<file path="src/rtl/slpg_pkg.sv">
// ----------------------------------------------------------------------------
// slpg_pkg
// Shared types and codes for the status LED pattern generator.
// ----------------------------------------------------------------------------
package slpg_pkg;

   // timestamp width; elapsed times wrap at this width
   localparam int TIME_BITS = 32;
   localparam int NOW_BITS  = 32;

   typedef logic [TIME_BITS-1:0] stamp_type;
   typedef logic [2:0]           mode_type;
   typedef logic [2:0]           csr_index_type;

   // mode codes; 6 and 7 are unknown and force the LED off
   localparam mode_type MODE_START   = 3'd0;
   localparam mode_type MODE_CONNECT = 3'd1;
   localparam mode_type MODE_ERROR   = 3'd2;
   localparam mode_type MODE_NORMAL  = 3'd3;
   localparam mode_type MODE_SEND    = 3'd4;
   localparam mode_type MODE_OTA     = 3'd5;

   // item kinds
   localparam logic FUNC_POLL  = 1'b0;
   localparam logic FUNC_WRITE = 1'b1;

   // register indexes
   localparam csr_index_type REG_CONNECT_HALF = 3'd0;
   localparam csr_index_type REG_ERROR_HALF   = 3'd1;
   localparam csr_index_type REG_BEAT_ON      = 3'd2;
   localparam csr_index_type REG_BEAT_OFF     = 3'd3;
   localparam csr_index_type REG_STEP_TIME    = 3'd4;
   localparam csr_index_type REG_STEP_COUNT   = 3'd5;
   localparam csr_index_type REG_OTA_HALF     = 3'd6;
   localparam csr_index_type REG_ON_LEVEL     = 3'd7;

   typedef struct packed {
      logic [15:0] connect_half_period;
      logic [15:0] error_half_period;
      logic [15:0] beat_on_time;
      logic [15:0] beat_off_time;
      logic [15:0] burst_step_time;
      logic [7:0]  burst_step_count;
      logic [15:0] ota_half_period;
      logic        on_level;
   } cfg_type;

   typedef struct packed {
      logic                func;
      logic [NOW_BITS-1:0] now_ms;
      mode_type            new_mode;
      mode_type            return_mode;
   } item_type;

   typedef struct packed {
      logic     pin_level;
      mode_type mode_now;
   } result_type;

endpackage

</file>
<file path="src/rtl/slpg_csr.sv">
// ----------------------------------------------------------------------------
// slpg_csr
// Configuration register file for the blink intervals and LED polarity.
// ----------------------------------------------------------------------------
module slpg_csr (
   input  logic                   clock,
   input  logic                   reset,
   input  logic                   csr_valid,
   output logic                   csr_ready,
   input  slpg_pkg::csr_index_type csr_index,
   input  logic [15:0]            csr_data,
   output slpg_pkg::cfg_type      cfg
);
   import slpg_pkg::*;

   cfg_type cfg_ff;
   cfg_type cfg_in;

   assign csr_ready = 1'b1;
   assign cfg       = cfg_ff;

   always_comb begin
      cfg_in = cfg_ff;
      if (csr_valid) begin
         unique case (csr_index)
            REG_CONNECT_HALF: cfg_in.connect_half_period = csr_data;
            REG_ERROR_HALF:   cfg_in.error_half_period   = csr_data;
            REG_BEAT_ON:      cfg_in.beat_on_time        = csr_data;
            REG_BEAT_OFF:     cfg_in.beat_off_time       = csr_data;
            REG_STEP_TIME:    cfg_in.burst_step_time     = csr_data;
            REG_STEP_COUNT:   cfg_in.burst_step_count    = csr_data[7:0];
            REG_OTA_HALF:     cfg_in.ota_half_period     = csr_data;
            REG_ON_LEVEL:     cfg_in.on_level            = csr_data[0];
         endcase
      end
   end

   always_ff @(posedge clock) begin
      if (reset) begin
         cfg_ff.connect_half_period <= 16'd500;
         cfg_ff.error_half_period   <= 16'd100;
         cfg_ff.beat_on_time        <= 16'd100;
         cfg_ff.beat_off_time       <= 16'd2900;
         cfg_ff.burst_step_time     <= 16'd50;
         cfg_ff.burst_step_count    <= 8'd10;
         cfg_ff.ota_half_period     <= 16'd125;
         cfg_ff.on_level            <= 1'b0;
      end else begin
         cfg_ff <= cfg_in;
      end
   end

endmodule

</file>
<file path="src/rtl/slpg_engine.sv">
// ----------------------------------------------------------------------------
// slpg_engine
// Pattern state and the combinational update for one poll or mode write.
// ----------------------------------------------------------------------------
module slpg_engine (
   input  logic                 clock,
   input  logic                 reset,
   input  logic                 fire,
   input  slpg_pkg::item_type   item,
   input  slpg_pkg::cfg_type    cfg,
   output slpg_pkg::result_type result
);
   import slpg_pkg::*;

   logic      led_ff,     led_in;
   mode_type  mode_ff,    mode_in;
   mode_type  saved_ff,   saved_in;
   stamp_type last_ff,    last_in;
   stamp_type start_ff,   start_in;
   logic [7:0] step_ff,   step_in;
   logic      running_ff, running_in;

   logic        lit;
   logic        dark;
   stamp_type   now;
   stamp_type   since;
   stamp_type   elapsed;
   logic [15:0] interval;
   logic        hit;
   logic [7:0]  step_cur;
   logic [7:0]  step_next;

   assign lit       = cfg.on_level;
   assign dark      = ~cfg.on_level;
   assign now       = TIME_BITS'(item.now_ms);
   assign step_cur  = running_ff ? step_ff : 8'd0;
   assign step_next = step_cur + 8'd1;

   // interval and reference time chosen by mode (on or off time in normal), one shared compare
   always_comb begin
      interval = cfg.ota_half_period;
      since    = last_ff;
      unique case (mode_ff)
         MODE_CONNECT: interval = cfg.connect_half_period;
         MODE_ERROR:   interval = cfg.error_half_period;
         MODE_NORMAL:  interval = (led_ff == lit) ? cfg.beat_on_time : cfg.beat_off_time;
         MODE_SEND: begin
            interval = cfg.burst_step_time;
            // a fresh burst starts at this timestamp
            since    = running_ff ? start_ff : now;
         end
         default:      interval = cfg.ota_half_period;
      endcase
   end

   assign elapsed = now - since;
   assign hit     = (elapsed >= TIME_BITS'(interval));

   always_comb begin
      led_in     = led_ff;
      mode_in    = mode_ff;
      saved_in   = saved_ff;
      last_in    = last_ff;
      start_in   = start_ff;
      step_in    = step_ff;
      running_in = running_ff;
      if (fire) begin
         if (item.func == FUNC_WRITE) begin
            mode_in  = item.new_mode;
            saved_in = item.return_mode;
         end else begin
            unique case (mode_ff)
               MODE_START: led_in = lit;
               MODE_CONNECT, MODE_ERROR, MODE_OTA: begin
                  if (hit) begin
                     led_in  = ~led_ff;
                     last_in = now;
                  end
               end
               MODE_NORMAL: begin
                  if (hit) begin
                     led_in  = (led_ff == lit) ? dark : lit;
                     last_in = now;
                  end
               end
               MODE_SEND: begin
                  running_in = 1'b1;
                  step_in    = step_cur;
                  if (!running_ff) begin
                     start_in = now;
                  end
                  if (hit) begin
                     start_in = now;
                     led_in   = step_cur[0] ? dark : lit;
                     step_in  = step_next;
                     if (step_next >= cfg.burst_step_count) begin
                        running_in = 1'b0;
                        mode_in    = saved_ff;
                     end
                  end
               end
               default: led_in = dark;
            endcase
         end
      end
   end

   always_ff @(posedge clock) begin
      if (reset) begin
         led_ff     <= 1'b0;
         mode_ff    <= MODE_START;
         saved_ff   <= MODE_START;
         last_ff    <= '0;
         start_ff   <= '0;
         step_ff    <= 8'd0;
         running_ff <= 1'b0;
      end else begin
         led_ff     <= led_in;
         mode_ff    <= mode_in;
         saved_ff   <= saved_in;
         last_ff    <= last_in;
         start_ff   <= start_in;
         step_ff    <= step_in;
         running_ff <= running_in;
      end
   end

   assign result.pin_level = led_in;
   assign result.mode_now  = mode_in;

endmodule

</file>
<file path="src/rtl/status_led_pattern_generator.sv">
// ----------------------------------------------------------------------------
// status_led_pattern_generator
// Status LED blink pattern driven by polls and mode writes.
// A result is registered in res_ff when its item advances out of the input register.
// Throughput: one item per cycle unless a waiting result stalls on rsp_tready.
// The input register lets a new item in while a result waits on rsp_tready.
// Synchronous active-high reset: modes to starting, LED low, registers to
// their default intervals; no clearing pass.
// ----------------------------------------------------------------------------
module status_led_pattern_generator (
   input  logic                    clock,
   input  logic                    reset,
   // tdata: now_ms[31:0], new_mode[34:32], return_mode[37:35], zero pad
   input  logic [39:0]             req_tdata,
   // tuser: func
   input  logic                    req_tuser,
   input  logic                    req_tvalid,
   output logic                    req_tready,
   // tdata: pin_level[0], mode_now[3:1], zero pad
   output logic [7:0]              rsp_tdata,
   output logic                    rsp_tvalid,
   input  logic                    rsp_tready,
   input  logic                    csr_valid,
   output logic                    csr_ready,
   input  slpg_pkg::csr_index_type csr_index,
   input  logic [15:0]             csr_data
);
   import slpg_pkg::*;

   cfg_type    cfg;
   item_type   item_ff;
   logic       in_valid_ff,  in_valid_in;
   result_type res_ff;
   result_type res_next;
   logic       out_valid_ff, out_valid_in;
   logic       advance;
   logic       req_fire;

   assign advance    = in_valid_ff && (!out_valid_ff || rsp_tready);
   assign req_tready = !in_valid_ff || advance;
   assign req_fire   = req_tvalid && req_tready;

   assign in_valid_in  = req_fire ? 1'b1 : (advance ? 1'b0 : in_valid_ff);
   assign out_valid_in = advance ? 1'b1 : (rsp_tready ? 1'b0 : out_valid_ff);

   slpg_csr u_csr (
      .clock     (clock),
      .reset     (reset),
      .csr_valid (csr_valid),
      .csr_ready (csr_ready),
      .csr_index (csr_index),
      .csr_data  (csr_data),
      .cfg       (cfg)
   );

   slpg_engine u_engine (
      .clock  (clock),
      .reset  (reset),
      .fire   (advance),
      .item   (item_ff),
      .cfg    (cfg),
      .result (res_next)
   );

   always_ff @(posedge clock) begin
      if (reset) begin
         in_valid_ff  <= 1'b0;
         out_valid_ff <= 1'b0;
      end else begin
         in_valid_ff  <= in_valid_in;
         out_valid_ff <= out_valid_in;
      end
   end

   // payload registers
   always_ff @(posedge clock) begin
      if (req_fire) begin
         item_ff.func        <= req_tuser;
         item_ff.now_ms      <= req_tdata[31:0];
         item_ff.new_mode    <= req_tdata[34:32];
         item_ff.return_mode <= req_tdata[37:35];
      end
      if (advance) begin
         res_ff <= res_next;
      end
   end

   assign rsp_tvalid = out_valid_ff;
   assign rsp_tdata  = {4'b0000, res_ff.mode_now, res_ff.pin_level};

endmodule
</file>
<file path="config.mk">
export PLATFORM = sky130hd
export DESIGN_NAME = status_led_pattern_generator
export DESIGN_NICKNAME = d
export VERILOG_FILES = /design/src/rtl/slpg_pkg.sv /design/src/rtl/slpg_csr.sv /design/src/rtl/slpg_engine.sv /design/src/rtl/status_led_pattern_generator.sv
export SDC_FILE = /design/constraint.sdc
export NUM_CORES = 1
export LEC_CHECK = 0
export BUFFER_PORTS_ARGS = -buffer_cell sky130_fd_sc_hd__buf_2
export CORE_ASPECT_RATIO = 1.75
export CORE_MARGIN = 4
export CORE_UTILIZATION = 35
export DETAILED_ROUTE_END_ITERATION = 16
export GPL_TIMING_DRIVEN = 0
export SLEW_MARGIN = 0
export SYNTH_ARGS = -nofsm -noshare
export SYNTH_HDL_FRONTEND = slang
export SYNTH_SLANG_ARGS = --single-unit
</file>
<file path="constraint.sdc">
create_clock -name clock -period 15.8 [get_ports clock]
set_clock_uncertainty 0.05 [all_clocks]
set_input_delay 1.58 -clock clock [delete_from_list [all_inputs] [get_ports clock]]
set_output_delay 1.58 -clock clock [all_outputs]
set_load 0.005 [all_outputs]
</file>
# --- After elaboration in Yosys (flattened, before gate mapping) ---
# Index checks and enable logic that the tools add are counted.
word_totals:
  ff_bits: 230
  word_cells: 92
  output_inout_bits: 11
  in_bits: 65
classes:
  reduce_logical: 23
  n_mux: 26
  bitwise_logic: 3
  order_cmp: 2
  n_addsub: 2
  eq_ne: 13
op_table:
  columns: ["op", "count"]
  rows:
  - ["$mux 32", 3]
  - ["$pmux 16 s4", 1]
  - ["$ge 32x16->1", 1]
  - ["$sub 32x32->32", 1]
  - ["$eq 3x3->1 const B", 6]
  - ["$reduce_and 2->1", 9]
  - ["$mux 16", 1]
  - ["$mux 8", 2]
  - ["$mux 3", 5]
  - ["$mux 1", 13]
  - ["$eq 3x2->1 const B", 4]
  - ["$add 8x1->8 const B", 1]
  - ["$ge 8x8->1", 1]
  - ["$eq 3x1->1 const B", 2]
  - ["$logic_not 3->1", 2]
  - ["$pmux 1 s4", 1]
  - ["$reduce_and 4->1", 1]
  - ["$reduce_bool 2->1", 2]
  - ["$reduce_or 4->1", 1]
  - ["$not 1->1", 3]
  - ["$reduce_and 3->1", 1]
  - ["$reduce_or 3->1", 1]
  - ["$logic_and 1x1->1", 2]
  - ["$logic_not 1->1", 2]
  - ["2 further kinds", 3]

# --- Depth between registers and ports, before layout ---
depth:
  word_depth: 8
  depth_mapped: 29
  ltp_nobuf: 26

# --- Hierarchy ---
# From an unflattened synthesis, not the netlist that was laid out.
unflattened:
  hier_cells: 1456
  area_unflattened_um2: 13241.4
modules_own_cells:
  columns: ["module", "area_each_um2", "cells_each", "seq_area_each_um2", "n_inst"]
  rows:
  - ["slpg_engine", 7633.6, 1012, 1601.5, 1]
  - ["slpg_csr", 4179.0, 386, 2102.0, 1]
  - ["status_led_pattern_generator", 1428.9, 58, 1331.3, 1]

# --- Worst setup path after synthesis ---
# No wires, ideal clock.
synth_timing:
  path_kind: "register to register"
  from: "reg u_engine.mode_ff[0]"
  to: "reg u_engine.start_ff[10]"
  required_time_ns: 15.676
  setup_slack_ns: 10.173
  path_buffers: 4
  path_stages_with_launch: 28
  synth_period_minus_slack_ns: 5.627
  arrival_ns: 5.503
  setup_time_ns: 0.074
  cell_sequence: "dfxtp_1 buf_2 nor2_1 and2_1 clkbuf_1 clkbuf_1 o21ai_0 fa_1 a21o_1 a311o_2 nand3_1 nand2_1 a21o_1 a21oi_1 xnor2_1 ha_1 nand2_1 o21ai_0 nand2b_1 o21ai_0 or4_1 a311oi_1 nand4bb_1 and4b_1 and4bb_2 a21oi_2 clkbuf_1 o21ai_0"
synth_between:
  elab_chain_cells: 5
  word_cells_on_any_way: 10
  classes_between: "add/sub: 1; order compare: 1; eq/ne: 4; mux: 3; reduce/logical: 1"
synth_rtl:
  columns: ["element", "line_no", "text"]
  rows:
  - ["from (decl)", "slpg_engine.sv:16", "mode_type mode_ff, mode_in;"]
  - ["from (signal assigned)", "slpg_engine.sv:119", "mode_ff <= mode_in;"]
  - ["$eq 3x3->1", "slpg_engine.sv:43, slpg_engine.sv:72", null]
  - ["$mux 32", "slpg_engine.sv:43", "unique case (mode_ff)"]
  - ["$sub 32x32->32", "slpg_engine.sv:56", "assign elapsed = now - since;"]
  - ["$ge 32x16->1", "slpg_engine.sv:57", "assign hit = (elapsed >= TIME_BITS'(interval));"]
  - ["$mux 32", "slpg_engine.sv:92", "if (hit) begin"]
  - ["to (signal assigned)", "slpg_engine.sv:122", "start_ff <= start_in;"]
  - ["to (decl)", "slpg_engine.sv:19", "stamp_type start_ff, start_in;"]
# Parallel ways exist; a longest one is shown, timed or not.
# A chain may end at the register's enable or synchronous reset.

# --- Worst setup path after layout ---
layout_timing:
  from: "reg u_engine.mode_ff[0]"
  to: "reg u_engine.start_ff[9]"
# The elaborated chain is that of the path after synthesis.

==> run_results.csv <==
group,metric,value,unit
run_status,status,"finished, final reports clean",
clock_network,ctsHtreeMaxLevel,1,
setup_path,crit_top_cell,"clkbuf_1",
clock_network,cts.reportedPaths.clkPinSlew,0.06,ns
synth,yosys.area_share.simple,22.6,%
die,dieArea,39100,um^2
pwr,power_frac_comb,17.5,%
pwr,switching_share,28.9,%
sta,worstMarginPinSlew,1.33,ns
sta,fmax,0.129,GHz
synth,ys_ff_latch,230,
setup_path,crit_fanout,10,
pwr,p_switching,0.414,mW
sta,tns,0,ns
pwr,power_frac_clock,38.8,%
placed_design,pre_cts_ws,8.04,ns
setup_path,r2r_start,"u_engine.mode_ff[0]",
sta,slew_headroom,10.6,%
clock_network,cts_setup_buffers,0,
layout,antenna_cells,0,
hold_path,min_from,"u_csr.cfg[14]",
placed_design,portBuffers,64,
sta,final.period_utilization,49.2,%
placed_design,dpl.cell_count,2056,
clock_network,clkLatencyLatePin,0.54,ns
setup_path,r2r_end,"u_engine.start_ff[9]",
global_route,antenna_found_initial,0,
synth,synth_flop_cell,"dfxtp_1",
synth,yosysUniqueCellTypes,79,
layout,stdcell_count,2098,
clock_network,cts_tree,"built",
layout,utilization,40.4,%
die,top_level_ports,76,
placed_design,dp_hpwl,31.4,mm
layout,nFillCells,3686,
die,coreArea,35300,um^2
layout,area_growth,13.5,%
clock_network,cts_resized,0,
setup_path,slowest_stage,"clkbuf_1",
setup_path,cp-start-kind,"flip-flop",
hold_path,hold_end,"u_csr.cfg[14]",
detailed_routing,drt-total-wl,39.8,mm
placed_design,place.gp.congestion,0.958,
sta,grt_setup_unrepaired,"false",
synth,muxShareOfSynthArea,7.29,%
detailed_routing,drt_iter0_drc,579,
detailed_routing,ant_nets,0,
setup_path,cp.arrival,8.10,ns
sta,slew_violations,0,
pwr,power.leakage,5.26,nW
global_route,grt_overflow,0,
clock_network,clockBufferDepth,3,
synth,synth_top_family_by_area,"simple AND/OR/NAND/NOR gates",
global_route,grt_max_degree,27,
setup_path,slowest_delay,0.57,ns
synth,yosys_warnings,0,
synth,synth_edf_count,43,
layout,nets,1738,
sta,fin_ws,8.03,ns
clock_network,cts_sinks,230,
layout,final_cell_mix,"nand2_1 (320), dfxtp_1 (187), a21oi_1 (137), o21ai_0 (120)",
synth,synthesis.area,12600,um^2
global_route,grt_pass1_vias,11600,
global_route,grt_pass1_wl,62.2,mm
detailed_routing,wl_per_cell,19.0,um
die,num_rows,91,
setup_path,reg2reg_depth,26,
layout,final_common_cell,"nand2_1",
setup_path,cp.buffers_inverters,4,
pwr,p_per_area,101,nW/um^2
setup_path,r2r_slack,8.03,ns
hold_path,hold_path.class,"flip-flop to flip-flop",
sta,finalHoldViolations,0,
synth,netlist_instances,1523,
pwr,worst_ir_drop_vdd,86.2,uV
die,die_x,151,um
detailed_routing,vias_per_cell,5.40,
die,fp.dieH,259,um
die,start_util,35.6,%
synth,syn_area_per_cell,8.24,um^2
flow_run,drv_cap,0,
layout,drive_above_1_share,8.39,%
detailed_routing,route.detailed.drc,0,
hold_path,worstHoldPathCells,2,
setup_path,crit_required,16.13,ns
setup_path,path_class,"flip-flop to flip-flop",
sta,setup_viol,0,
clock_network,cts-hold-fix-buffers,0,
detailed_routing,vias,11300,
synth,synth_compound_area_share,17.9,%
clock_network,cts_buffers,23,
synth,async_reset_ff_share,0,%
setup_path,end_kind,"flip-flop",
clock_network,ctsRootBufferMaster,"clkbuf_16",
synth,yosys.area_share.xor_xnor,1.88,%
synth,synth_fa_ha_area_share,5.74,%
sta,finalCriticalPeriod,7.77,ns
global_route,grt.total_usage,20.2,%
synth,ys_seq_area_share,40.1,%
pwr,p_int,1.02,mW
detailed_routing,first_pass_iters,5,
pwr,seqPwrFrac,43.7,%
setup_path,critical_path.top_delay_family,"compound AO/OA/AOI/OAI gates",
## stage by stage
stage          hold slack (ns)  power [mW]  cell area [um^2]
3_3_place_gp             0.388       0.885             13500
5_1_grt                  0.420        1.49             14200
6_report                 0.401        1.43             14200
3_5_place_dp             0.393       0.887             13500
4_1_cts                  0.402        1.45             14200
2_1_floorplan            0.378       0.805             12600
## power by group through the flow
stage               combinational (mW)  clock, mW  sequential, mW
floorplan                        0.170          0           0.635
global placement                 0.246          0           0.639
detailed placement               0.248          0           0.639
CTS                              0.250      0.570           0.626
global route                     0.277      0.589           0.627
finish                           0.251      0.555           0.626
## layout make-up
type	count	area, um^2	area share, %
multi-input combinational	1174	6980	49.0
timing repair buffer	65	340	2.39
sequential	230	5030	35.4
inverter	20	75.1	0.527
tap	465	582	4.09
clock inverter	11	88.8	0.624
buffer	102	472	3.31
clock buffer	31	667	4.68
## worst max-delay path by stage
stage / from / to / slack [ns] / depth (start not counted)
2_1_floorplan: u_engine.mode_ff[0] / u_engine.start_ff[10] / 10.17 / 27
3_3_place_gp: u_engine.mode_ff[0] / u_engine.step_ff[1] / 8.09 / 26
3_5_place_dp: u_engine.mode_ff[0] / u_engine.start_ff[9] / 8.04 / 26
4_1_cts: u_engine.mode_ff[0] / u_engine.start_ff[9] / 7.97 / 26
5_1_grt: u_engine.mode_ff[0] / u_engine.start_ff[10] / 7.60 / 26
6_report: u_engine.mode_ff[0] / u_engine.start_ff[9] / 8.03 / 26
## cell usage after synthesis, drive strengths merged (3+ instances only)
cell type	number	area (um^2)
nor2b	25	156
dfxtp	187	3740
nand4	50	328
and2	8	55.1
a21o	12	90.1
or4	4	33.8
nor4	6	37.5
mux2i	88	881
nand3	45	225
nand3b	7	65.1
o21bai	3	22.5
o21ba	4	40.0
nand2	320	1200
or2	3	18.8
clkbuf	85	319
o211ai	11	82.6
or3	3	18.8
o21a	13	97.6
nand2b	29	181
a31oi	7	43.8
a221oi	3	26.3
and3	4	25.0
a211oi	6	45.0
xor2	10	87.6
mux2	3	33.8
o31ai	4	30.0
a21oi	138	694
a211o	5	43.8
nor3	16	80.1
edfxtp	43	1290
o21ai	126	631
nor3b	3	22.5
nor2	81	304
xnor2	17	149
buf	17	153
inv	20	75.1
o22ai	20	125
ha	56	701
o2111ai	4	35.0
## registers in the layout, indices dropped and copies added (netlist names)
name and count:
in_valid_ff 1, item_ff 39, rsp_tdata 4, rsp_tvalid 1, u_csr.cfg 105, u_engine.last_ff 32
u_engine.led_ff 1, u_engine.mode_ff 3, u_engine.running_ff 1, u_engine.saved_ff 3, u_engine.start_ff 32, u_engine.step_ff 8
## cell families after synthesis
group,after synthesis
other cells,2
mux,91
fa+ha+maj,57
buf+inv,122
compound gates,382
flops,230
xor+xnor,27
simple gates,612
## per-layer routing
layer	vias to the layer above	track usage [%]	routed length [um]
met5	-	0	0
met4	0	10.8	2290
met3	106	2.13	1240
met2	262	40.7	22700
met1	5366	19.3	13600
li1	5592	-	-
## worst register-to-register path, cell delays in order, from the launching register on
cell and delay, ns:
dfxtp_1 0.29, buf_2 0.17, nor2_1 0.36, and2_1 0.24, clkbuf_1 0.42, clkbuf_1 0.47
o21ai_0 0.26, fa_1 0.48, a21o_1 0.24, a311o_2 0.47, nand3_1 0.13, nand2_1 0.09
a21o_1 0.20, a21oi_1 0.18, xnor2_1 0.09, ha_1 0.28, nand2_1 0.06, a2111oi_0 0.40
o311ai_0 0.42, nand4_1 0.24, a311oi_1 0.08, nand4bb_1 0.21, and4b_1 0.27, and4bb_2 0.32
a21oi_2 0.42, clkbuf_1 0.57, o21ai_0 0.20
No activity file was read; power rests on OpenSTA's default activity.
